$ cat src/rtl/mie_pkg.sv
// Shared types for the modular inverse block: controller states and the
// status bundle that the serial divider returns. No dependencies.
package mie_pkg;

  typedef enum logic [2:0] {
    ST_IDLE,
    ST_START,
    ST_DIV,
    ST_UPD,
    ST_FIN
  } state_t;

  typedef struct packed {
    logic done;
    logic rem_zero;
  } div_stat_t;

endpackage

$ cat src/rtl/mie_div.sv
// Bit-serial restoring divider with a shift-and-add multiply of the quotient
// by a signed coefficient. Depends on mie_pkg.
module mie_div #(
  parameter int WIDTH = 31
) (
  input  logic                       clk,
  input  logic                       rst,
  input  logic                       start,
  input  logic [WIDTH-1:0]           dividend,
  input  logic [WIDTH-1:0]           divisor,
  input  logic signed [WIDTH+1:0]    coef,
  output logic [WIDTH-1:0]           rem,
  output logic signed [WIDTH+1:0]    prod,
  output mie_pkg::div_stat_t         stat
);
  import mie_pkg::*;

  localparam int CW = (WIDTH > 1) ? $clog2(WIDTH) : 1;
  localparam logic [CW-1:0] LAST = CW'(WIDTH - 1);

  logic               busy;
  logic [CW-1:0]      cnt;
  logic [WIDTH-1:0]   dvd;
  logic [WIDTH-1:0]   dvs;
  logic signed [WIDTH+1:0] mul;
  logic               done;

  logic [WIDTH:0]     rem_sh;
  logic [WIDTH:0]     rem_sub;
  logic               ge;

  // One quotient bit per cycle, most significant first. The product is built
  // in the same order, so it doubles and then takes the coefficient on a one.
  always_comb begin
    rem_sh  = {rem, dvd[WIDTH-1]};
    rem_sub = rem_sh - {1'b0, dvs};
    ge      = (rem_sh >= {1'b0, dvs});
  end

  always_ff @(posedge clk) begin
    if (rst) begin
      busy <= 1'b0;
      done <= 1'b0;
      cnt  <= '0;
    end else begin
      done <= 1'b0;
      if (start) begin
        busy <= 1'b1;
        cnt  <= '0;
      end else if (busy) begin
        cnt <= cnt + 1'b1;
        if (cnt == LAST) begin
          busy <= 1'b0;
          done <= 1'b1;
        end
      end
    end
  end

  always_ff @(posedge clk) begin
    if (start) begin
      dvd  <= dividend;
      dvs  <= divisor;
      mul  <= coef;
      rem  <= '0;
      prod <= '0;
    end else if (busy) begin
      dvd  <= {dvd[WIDTH-2:0], 1'b0};
      rem  <= ge ? rem_sub[WIDTH-1:0] : rem_sh[WIDTH-1:0];
      prod <= (prod <<< 1) + (ge ? mul : '0);
    end
  end

  assign stat.done     = done;
  assign stat.rem_zero = (rem == '0);

endmodule

$ cat src/rtl/modular_inverse_ext_euclid.sv
// Channel   Dir  Fields (lowest bit first)
// s_*       in   tdata: value[WIDTH], modulus[WIDTH], zero pad to bytes
// m_*       out  tdata: inverse[WIDTH], zero pad; tuser: not_invertible
//
// Each Euclid step starts the serial divider, takes its quotient bits one per cycle, waits
// for its done flag and then updates the pairs; the divider's one bit per cycle sets how
// long an item takes from one accept to the next. A zero modulus skips the divider and goes
// straight to the result. No new item is taken while a computation runs.
// Reset is synchronous and clears only control state. A new item is taken
// while the previous result waits on m_tready; the block stalls at the end
// of a computation only if that earlier result is still not taken.
module modular_inverse_ext_euclid #(
  parameter int WIDTH = 31,
  localparam int IN_W  = ((2 * WIDTH + 7) / 8) * 8,
  localparam int OUT_W = ((WIDTH + 7) / 8) * 8
) (
  input  logic             clk,
  input  logic             rst,
  input  logic             s_tvalid,
  output logic             s_tready,
  input  logic [IN_W-1:0]  s_tdata,   // value, modulus, pad
  output logic             m_tvalid,
  input  logic             m_tready,
  output logic [OUT_W-1:0] m_tdata,   // inverse, pad
  output logic             m_tuser    // not_invertible
);
  import mie_pkg::*;

  localparam int TW = WIDTH + 2;

  state_t state, state_next;

  logic [WIDTH-1:0]     r0, r1, modulus;
  logic signed [TW-1:0] t0, t1;
  logic                 mod_zero;

  logic                 div_start;
  logic [WIDTH-1:0]     div_rem;
  logic signed [TW-1:0] div_prod;
  div_stat_t            div_stat;

  logic                 in_acc, out_free;
  logic                 not_inv;
  logic signed [TW-1:0] t_fix;

  assign in_acc   = s_tvalid && s_tready;
  assign out_free = !m_tvalid || m_tready;

  mie_div #(.WIDTH(WIDTH)) u_div (
    .clk      (clk),
    .rst      (rst),
    .start    (div_start),
    .dividend (r0),
    .divisor  (r1),
    .coef     (t1),
    .rem      (div_rem),
    .prod     (div_prod),
    .stat     (div_stat)
  );

  always_comb begin
    state_next = state;
    case (state)
      ST_IDLE:  if (in_acc) state_next = ST_START;
      ST_START: state_next = mod_zero ? ST_FIN : ST_DIV;
      ST_DIV:   if (div_stat.done) state_next = ST_UPD;
      ST_UPD:   state_next = div_stat.rem_zero ? ST_FIN : ST_START;
      ST_FIN:   if (out_free) state_next = ST_IDLE;
      default:  state_next = ST_IDLE;
    endcase
  end

  always_comb begin
    s_tready  = (state == ST_IDLE);
    div_start = (state == ST_START) && !mod_zero;
  end

  always_ff @(posedge clk) begin
    if (rst) begin
      state <= ST_IDLE;
    end else begin
      state <= state_next;
    end
  end

  // The pair (value, 1) and (modulus, 0) starts the recurrence, so the first
  // step also reduces the value modulo the modulus.
  always_ff @(posedge clk) begin
    if (state == ST_IDLE && in_acc) begin
      r0       <= s_tdata[WIDTH-1:0];
      r1       <= s_tdata[2*WIDTH-1:WIDTH];
      modulus  <= s_tdata[2*WIDTH-1:WIDTH];
      mod_zero <= (s_tdata[2*WIDTH-1:WIDTH] == '0);
      t0       <= TW'(1);
      t1       <= '0;
    end else if (state == ST_UPD) begin
      r0 <= r1;
      r1 <= div_rem;
      t0 <= t1;
      t1 <= t0 - div_prod;
    end
  end

  assign not_inv = mod_zero || (r0 != WIDTH'(1));
  assign t_fix   = t0[TW-1] ? (t0 + TW'(modulus)) : t0;

  always_ff @(posedge clk) begin
    if (rst) begin
      m_tvalid <= 1'b0;
    end else if (state == ST_FIN && out_free) begin
      m_tvalid <= 1'b1;
    end else if (m_tready) begin
      m_tvalid <= 1'b0;
    end
  end

  always_ff @(posedge clk) begin
    if (state == ST_FIN && out_free) begin
      m_tdata <= not_inv ? '0 : OUT_W'(t_fix[WIDTH-1:0]);
      m_tuser <= not_inv;
    end
  end

  a_done_in_div: assert property (@(posedge clk) disable iff (rst)
    div_stat.done |-> state == ST_DIV)
    else $error("divider finished outside the divide state");

  a_divisor_nonzero: assert property (@(posedge clk) disable iff (rst)
    div_start |-> r1 != '0)
    else $error("divide started with a zero divisor");

  a_flag_zero: assert property (@(posedge clk) disable iff (rst)
    (m_tvalid && m_tuser) |-> m_tdata == '0)
    else $error("non-invertible result carries a nonzero inverse");

  a_leave_idle: assert property (@(posedge clk) disable iff (rst)
    in_acc |=> state == ST_START)
    else $error("accepted item did not start a computation");

endmodule

$ cat config.mk
export PLATFORM = sky130hd
export DESIGN_NAME = modular_inverse_ext_euclid
export DESIGN_NICKNAME = d
export VERILOG_FILES = /design/src/rtl/mie_pkg.sv /design/src/rtl/mie_div.sv /design/src/rtl/modular_inverse_ext_euclid.sv
export SDC_FILE = /design/constraint.sdc
export NUM_CORES = 1
export LEC_CHECK = 0
export BUFFER_PORTS_ARGS = -buffer_cell sky130_fd_sc_hd__clkbuf_2
export CORE_UTILIZATION = 45
export DETAILED_ROUTE_END_ITERATION = 8
export HOLD_SLACK_MARGIN = 0.02
export PLACE_DENSITY = 0.74
export SYNTH_ARGS = -nofsm -noshare
export SYNTH_HDL_FRONTEND = slang
export SYNTH_SLANG_ARGS = --single-unit
export TNS_END_PERCENT = 30
$ cat constraint.sdc
create_clock -name clk -period 11.2 [get_ports clk]
set_clock_uncertainty 0.05 [all_clocks]
set_input_delay 1.68 -clock clk [delete_from_list [all_inputs] [get_ports clk]]
set_output_delay 1.68 -clock clk [all_outputs]
set_load 0.01 [all_outputs]
* Word-level counts from Yosys, hierarchy flattened
Index checks and enable logic that the tools add are counted.
** Operators by class
- $mul :: 0
- Reduce and logical (&&, ||, !) cells :: 17
- Divide/modulo/power cells :: 0
- $lt $le $gt $ge :: 1
- Mux-type cells :: 21
- Add/sub/neg operators :: 5
- Eq/ne operators :: 9
- Shift-type cells :: 0
- Bitwise logic cells :: 1
** Operators by type and width (count)
- 2-to-1 mux 31 bit :: 8
- zero test 31 bit :: 2
- adder 33 bit :: 1
- 2-to-1 mux 33 bit :: 1
- subtractor 33 bit :: 1
- >= comparator 32 x 31 -> 1 bit :: 1
- adder 31 bit :: 1
- != test 31 x 1 -> 1 bit, second input constant :: 1
- subtractor 31 bit :: 1
- 2-to-1 mux 3 bit :: 5
- one-hot mux 3 bit (5 select lines) :: 1
- == test 3 x 2 -> 1 bit, second input constant :: 2
- 2-to-1 mux 1 bit :: 6
- nonzero test 2 bit :: 3
- adder 5 x 1 -> 5 bit, second input constant :: 1
- == test 5 bit, second input constant :: 1
- logical AND 1 bit :: 4
- != test 2 x 1 -> 1 bit, second input constant :: 2
- == test 3 x 1 -> 1 bit, second input constant :: 1
- == test 3 bit, second input constant :: 1
- zero test 3 bit :: 1
- AND reduction 3 bit :: 1
- OR reduction 3 bit :: 1
- zero test 1 bit :: 2
- other kinds (4) :: 5
** Storage, ports and cells
- Bits in latches :: 0
- Output and inout port bits :: 35
- Memories kept :: 0
- Bits in writable memories :: 0
- Bits in registers :: 363
- Word-level logic and storage cells :: 73
- Memory bits (read-only) :: 0

* Logic depth before layout (Yosys ltp)
- Depth in word-level cells :: 4
- Depth in mapped cells :: 24
- Mapped depth without buffers :: 22

* By module
From an unflattened synthesis, not the netlist that was laid out.
** Second synthesis, totals
- Cells, all modules :: 2177
- Area total of the unflattened synthesis :: 20505.9 um2
** By module, submodules not included
- modular_inverse_ext_euclid :: instances 1, area an instance 11120.7 um2, cells each 1231
- mie_div :: instances 1, area an instance 9385.3 um2, cells each 946

* Worst setup path before layout
OpenSTA, ideal clock, no wires.
- Path type :: reg2reg
- Start :: reg u_div.dvd[30]
- End :: reg u_div.prod[31]
- Period minus slack after synthesis :: 5.274 ns
- Arrival time :: 5.068 ns
- Path buffers :: 2
- Stages on the path, launching flop included :: 25
- Data required time :: 10.994 ns
- Setup slack :: 5.926 ns
- Path through :: edfxtp_1 > inv_1 > ha_1 > fa_1 > nor2b_1 > o31a_1 > o311ai_2 > a211oi_1 > nor3b_1 > o221ai_1 > buf_2 > clkbuf_1 > and2_1 > ha_1 > fa_1 > a21o_1 > a21oi_1 > o21ai_0 > nand3b_1 > a311oi_1 > a211oi_1 > nor3_1 > a2111oi_0 > xor2_1 > o22ai_1
** On the way
- Word-level cells in the longest chain between the ends :: 3
** Ends and longest elaborated chain
- from (decl) :: line mie_div.sv:23 : logic [WIDTH-1:0] dvd;
- from (signal assigned) :: line mie_div.sv:62 : dvd <= dividend;
- from (signal assigned) :: line mie_div.sv:68 : dvd <= {dvd[WIDTH-2:0], 1'b0};
- >= comparator 32 x 31 -> 1 bit :: line mie_div.sv:37 : ge = (rem_sh >= {1'b0, dvs});
- 2-to-1 mux 33 bit :: line mie_div.sv:70 : prod <= (prod <<< 1) + (ge ? mul : '0);
- adder 33 bit :: line mie_div.sv:70
- to (signal assigned) :: line mie_div.sv:70
- to (decl) :: line mie_div.sv:13 : output logic signed [WIDTH+1:0] prod,
Every way passes these cells.
A chain may end at the register's enable or synchronous reset.

* Final worst setup path
- Start :: reg u_div.rem[24]
- End :: reg u_div.prod[31]
** On the way
- Word-level cells in the longest chain between the ends :: 3
** Ends and longest elaborated chain
- from (decl) :: line mie_div.sv:12 : output logic [WIDTH-1:0] rem,
- from (signal assigned) :: line mie_div.sv:69 : rem <= ge ? rem_sub[WIDTH-1:0] : rem_sh[WIDTH-1:0];
- >= comparator 32 x 31 -> 1 bit :: line mie_div.sv:37
- 2-to-1 mux 33 bit :: line mie_div.sv:70
- adder 33 bit :: line mie_div.sv:70
Every way passes these cells.

==> results.py <==
metrics = {
    "critical_path": {
        "crit_path_start_kind": "flip-flop",
        "critical_path_class": "flip-flop to flip-flop",
        "r2r_cells": 20,
        "path_max_fanout": 19,
        "r2r_end": "u_div.prod[31]",
        "crit_path_start": "u_div.rem[24]",
        "cp.arrival_ns": 6.78,
        "regToRegStartpoint": "u_div.rem[24]",
        "end_kind": "flip-flop",
        "endpoint": "u_div.prod[31]",
        "r2r_setup_slack_ns": 4.76,
        "crit_required_ns": 11.54,
    },
    "final_layout": {
        "final_common_cell": "nand2_1",
        "syn2layout_area_growth_pct": 11.0,
        "drive_gt1_share_pct": 8.61,
        "final_cell_mix": "nand2_1, edfxtp_1, a21oi_1",
        "final_core_util_pct": 51.1,
        "insertedDiodeCount": 0,
        "fin_nets": 2420,
    },
    "floorplanning": {
        "die-width_um": 213,
        "start_util_pct": 46.1,
        "die_h_um": 213,
        "rows": 76,
        "pin_count": 103,
        "design.die.area_um2": 45400,
        "core-area_um2": 43500,
    },
    "clock_tree": {
        "post_cts.repair.setup_buffers": 0,
        "clock-sinks": 362,
        "cts_root_buf": "clkbuf_16",
        "cts_hold_buf": 0,
        "h-tree-depth": 2,
        "cts_buffers": 40,
        "clk_latency_ns": 0.56,
        "clock_path_buffers": 3,
        "cts_resized": 0,
        "path_clk_slew_ns": 0.06,
        "cts_tree": "yes",
    },
    "yosys": {
        "syn_area_per_cell_um2": 9.29,
        "ys_dominant_reg_cell": "edfxtp_1",
        "async_reset_ff_share_pct": 0,
        "syn_inst": 2155,
        "synth_cell_types": 76,
        "syn-num-nets": 2353,
        "ys_warn_count": 0,
        "syn_area_um2": 20000,
        "synth-seq-cells": 362,
        "synth_edf_count": 221,
        "ys_seq_area_share_pct": 47.2,
    },
    "global_routing": {
        "grt_max_degree": 90,
        "track_usage_pct": 23.0,
        "busiest_layer": "met2",
        "grt_pass1_vias": 15200,
        "use_met3_pct": 4.41,
        "grt.overflow.total": 0,
        "grt_first_pass_wirelength_um": 81200,
        "antenna_found_initial": 0,
        "grtUsageMet2_pct": 36.0,
        "grtUsageMet1_pct": 32.1,
    },
    "timing": {
        "hold-worst-slack_ns": 0.394,
        "post-route-period-util_pct": 57.5,
        "setup_tns_ns": 0,
        "setup_violations": 0,
        "relSlewSlack_pct": 21.3,
        "hold_viol": 0,
        "layout_setup_ws_ns": 4.76,
        "grt_setup_unrepaired": "no",
        "fmaxAchievable_mhz": 155,
        "tightestPinTransition_ns": 1.18,
        "min_period_ns": 6.44,
        "maxSlewViolCount": 0,
    },
    "detailed_routing": {
        "dr.pass1.iters": 5,
        "detail_route.iter0.violations": 1507,
        "antenna_left": 0,
        "routed_wl_um": 51800,
        "viasPerCell": 5.64,
        "wl_per_cell_um": 18.2,
        "num_vias": 16000,
        "drc": 0,
    },
    "place": {
        "io_buffers": 99,
        "pre_cts_slack_ns": 4.89,
        "gp_congestion": 0.914,
        "hpwl_um": 36200,
    },
    "power": {
        "power_uw": 4970,
        "ir_worst_vdd_mv": 0.138,
        "power.density_nw_per_um2": 224,
        "leakage_uw": 0.00928,
    },
    "outcome": {
        "status": "finished clean",
    },
    "flow_run": {
        "maxCapViolations": 0,
    },
    "hold_path": {
        "hold_class": "flip-flop to flip-flop",
    },
}
-- metal layers --
| layer | wire length, µm | share of wire, % | vias to the layer above |
|---|---|---|---|
| met5 | 0 | 0 | - |
| met4 | 1160 | 2.2 | 0 |
| met3 | 4120 | 8.0 | 76 |
| met2 | 23200 | 45 | 544 |
| met1 | 23300 | 45 | 7632 |
| li1 | - | - | 7760 |
-- worst min-delay path by stage --
stage	endpoint	from	depth (start not counted)
after global routing	u_div.dvs[24]	r1[24]	0
after detailed placement	u_div.dvs[24]	r1[24]	0
after CTS	u_div.dvs[24]	r1[24]	0
final	u_div.dvs[24]	r1[24]	0
after global placement	u_div.dvs[29]	r1[29]	0
after floorplan	u_div.mul[32]	t1[32]	0
-- sequential cells by signal, summed over array words and instances, names as in the netlist, 3 cells and up --
| register | count |
|---|---|
| u_div.prod | 33 |
| r0 | 31 |
| u_div.dvd | 31 |
| u_div.dvs | 31 |
| m_tdata | 31 |
| r1 | 31 |
| u_div.mul | 33 |
| modulus | 31 |
| t1 | 33 |
| state | 3 |
| t0 | 33 |
| u_div.rem | 31 |
| u_div.cnt | 5 |
-- area by class of cell --
cell class                      instances  area [µm²]
Fill cell                            3928       21200
Multi-Input combinational cell       1611        9900
Sequential cell                       362        9460
Clock buffer                           59        1110
Tap cell                              585         732
Timing Repair Buffer                  109         571
Inverter                               98         373
Clock inverter                         13        70.1
-- worst max-delay path: stages (launching register included) --
cell and delay (ns):
dfxtp_1 0.41, ha_1 0.31, and2_1 0.20, o21ai_0 0.15, nand2b_1 0.08, a21o_1 0.23, a2111oi_0 0.71, o221ai_4 0.46
and2_1 0.32, ha_1 0.22, fa_1 0.41, a21o_1 0.19, a21oi_1 0.27, o21ai_0 0.18, nand3b_1 0.23, a311oi_1 0.14
a211oi_1 0.69, nor3_1 0.13, a2111oi_0 0.61, xor2_1 0.19, o22ai_1 0.08
-- cells by family after synthesis --
group	share of synthesized area, %
and+or+nand+nor	18.4
AOI/OAI and AO/OA	15.0
DFF	47.2
buffers and inverters	3.45
adders and majority gates	8.27
xor gates and xnor gates	4.59
muxes	3.06
other	0.0187
-- report_power, final --
part           switching (µW)  internal, µW
Clock                     532           689
Sequential                170          1670
Combinational            1130           778
-- synthesized netlist by cell type, types with 23 or more instances --
cell type    n  area (µm²)
ha_1       126        1580
dfxtp_1    141        2820
clkbuf_1    72         270
a21oi_1    174         871
nand2_1    472        1770
inv_1       95         357
xor2_1      37         324
nor4_1      24         150
o21ai_0     97         485
nand3_1     28         140
xnor2_1     68         596
a211oi_1    23         173
nand2b_1    25         156
nor2_1     142         533
mux2i_1     59         591
and2_1      38         238
a21o_1      57         428
edfxtp_1   221        6640
-- stage by stage --
| stage | area (µm²) | std cells |
|---|---|---|
| 2_1_floorplan | 20000 | 2155 |
| 3_3_place_gp | 21000 | 2765 |
| 3_5_place_dp | 21000 | 2765 |
| 4_1_cts | 22200 | 2837 |
| 5_1_grt | 22200 | 2837 |
| 6_report | 22200 | 2837 |
Power figures use the tool's default switching activity.
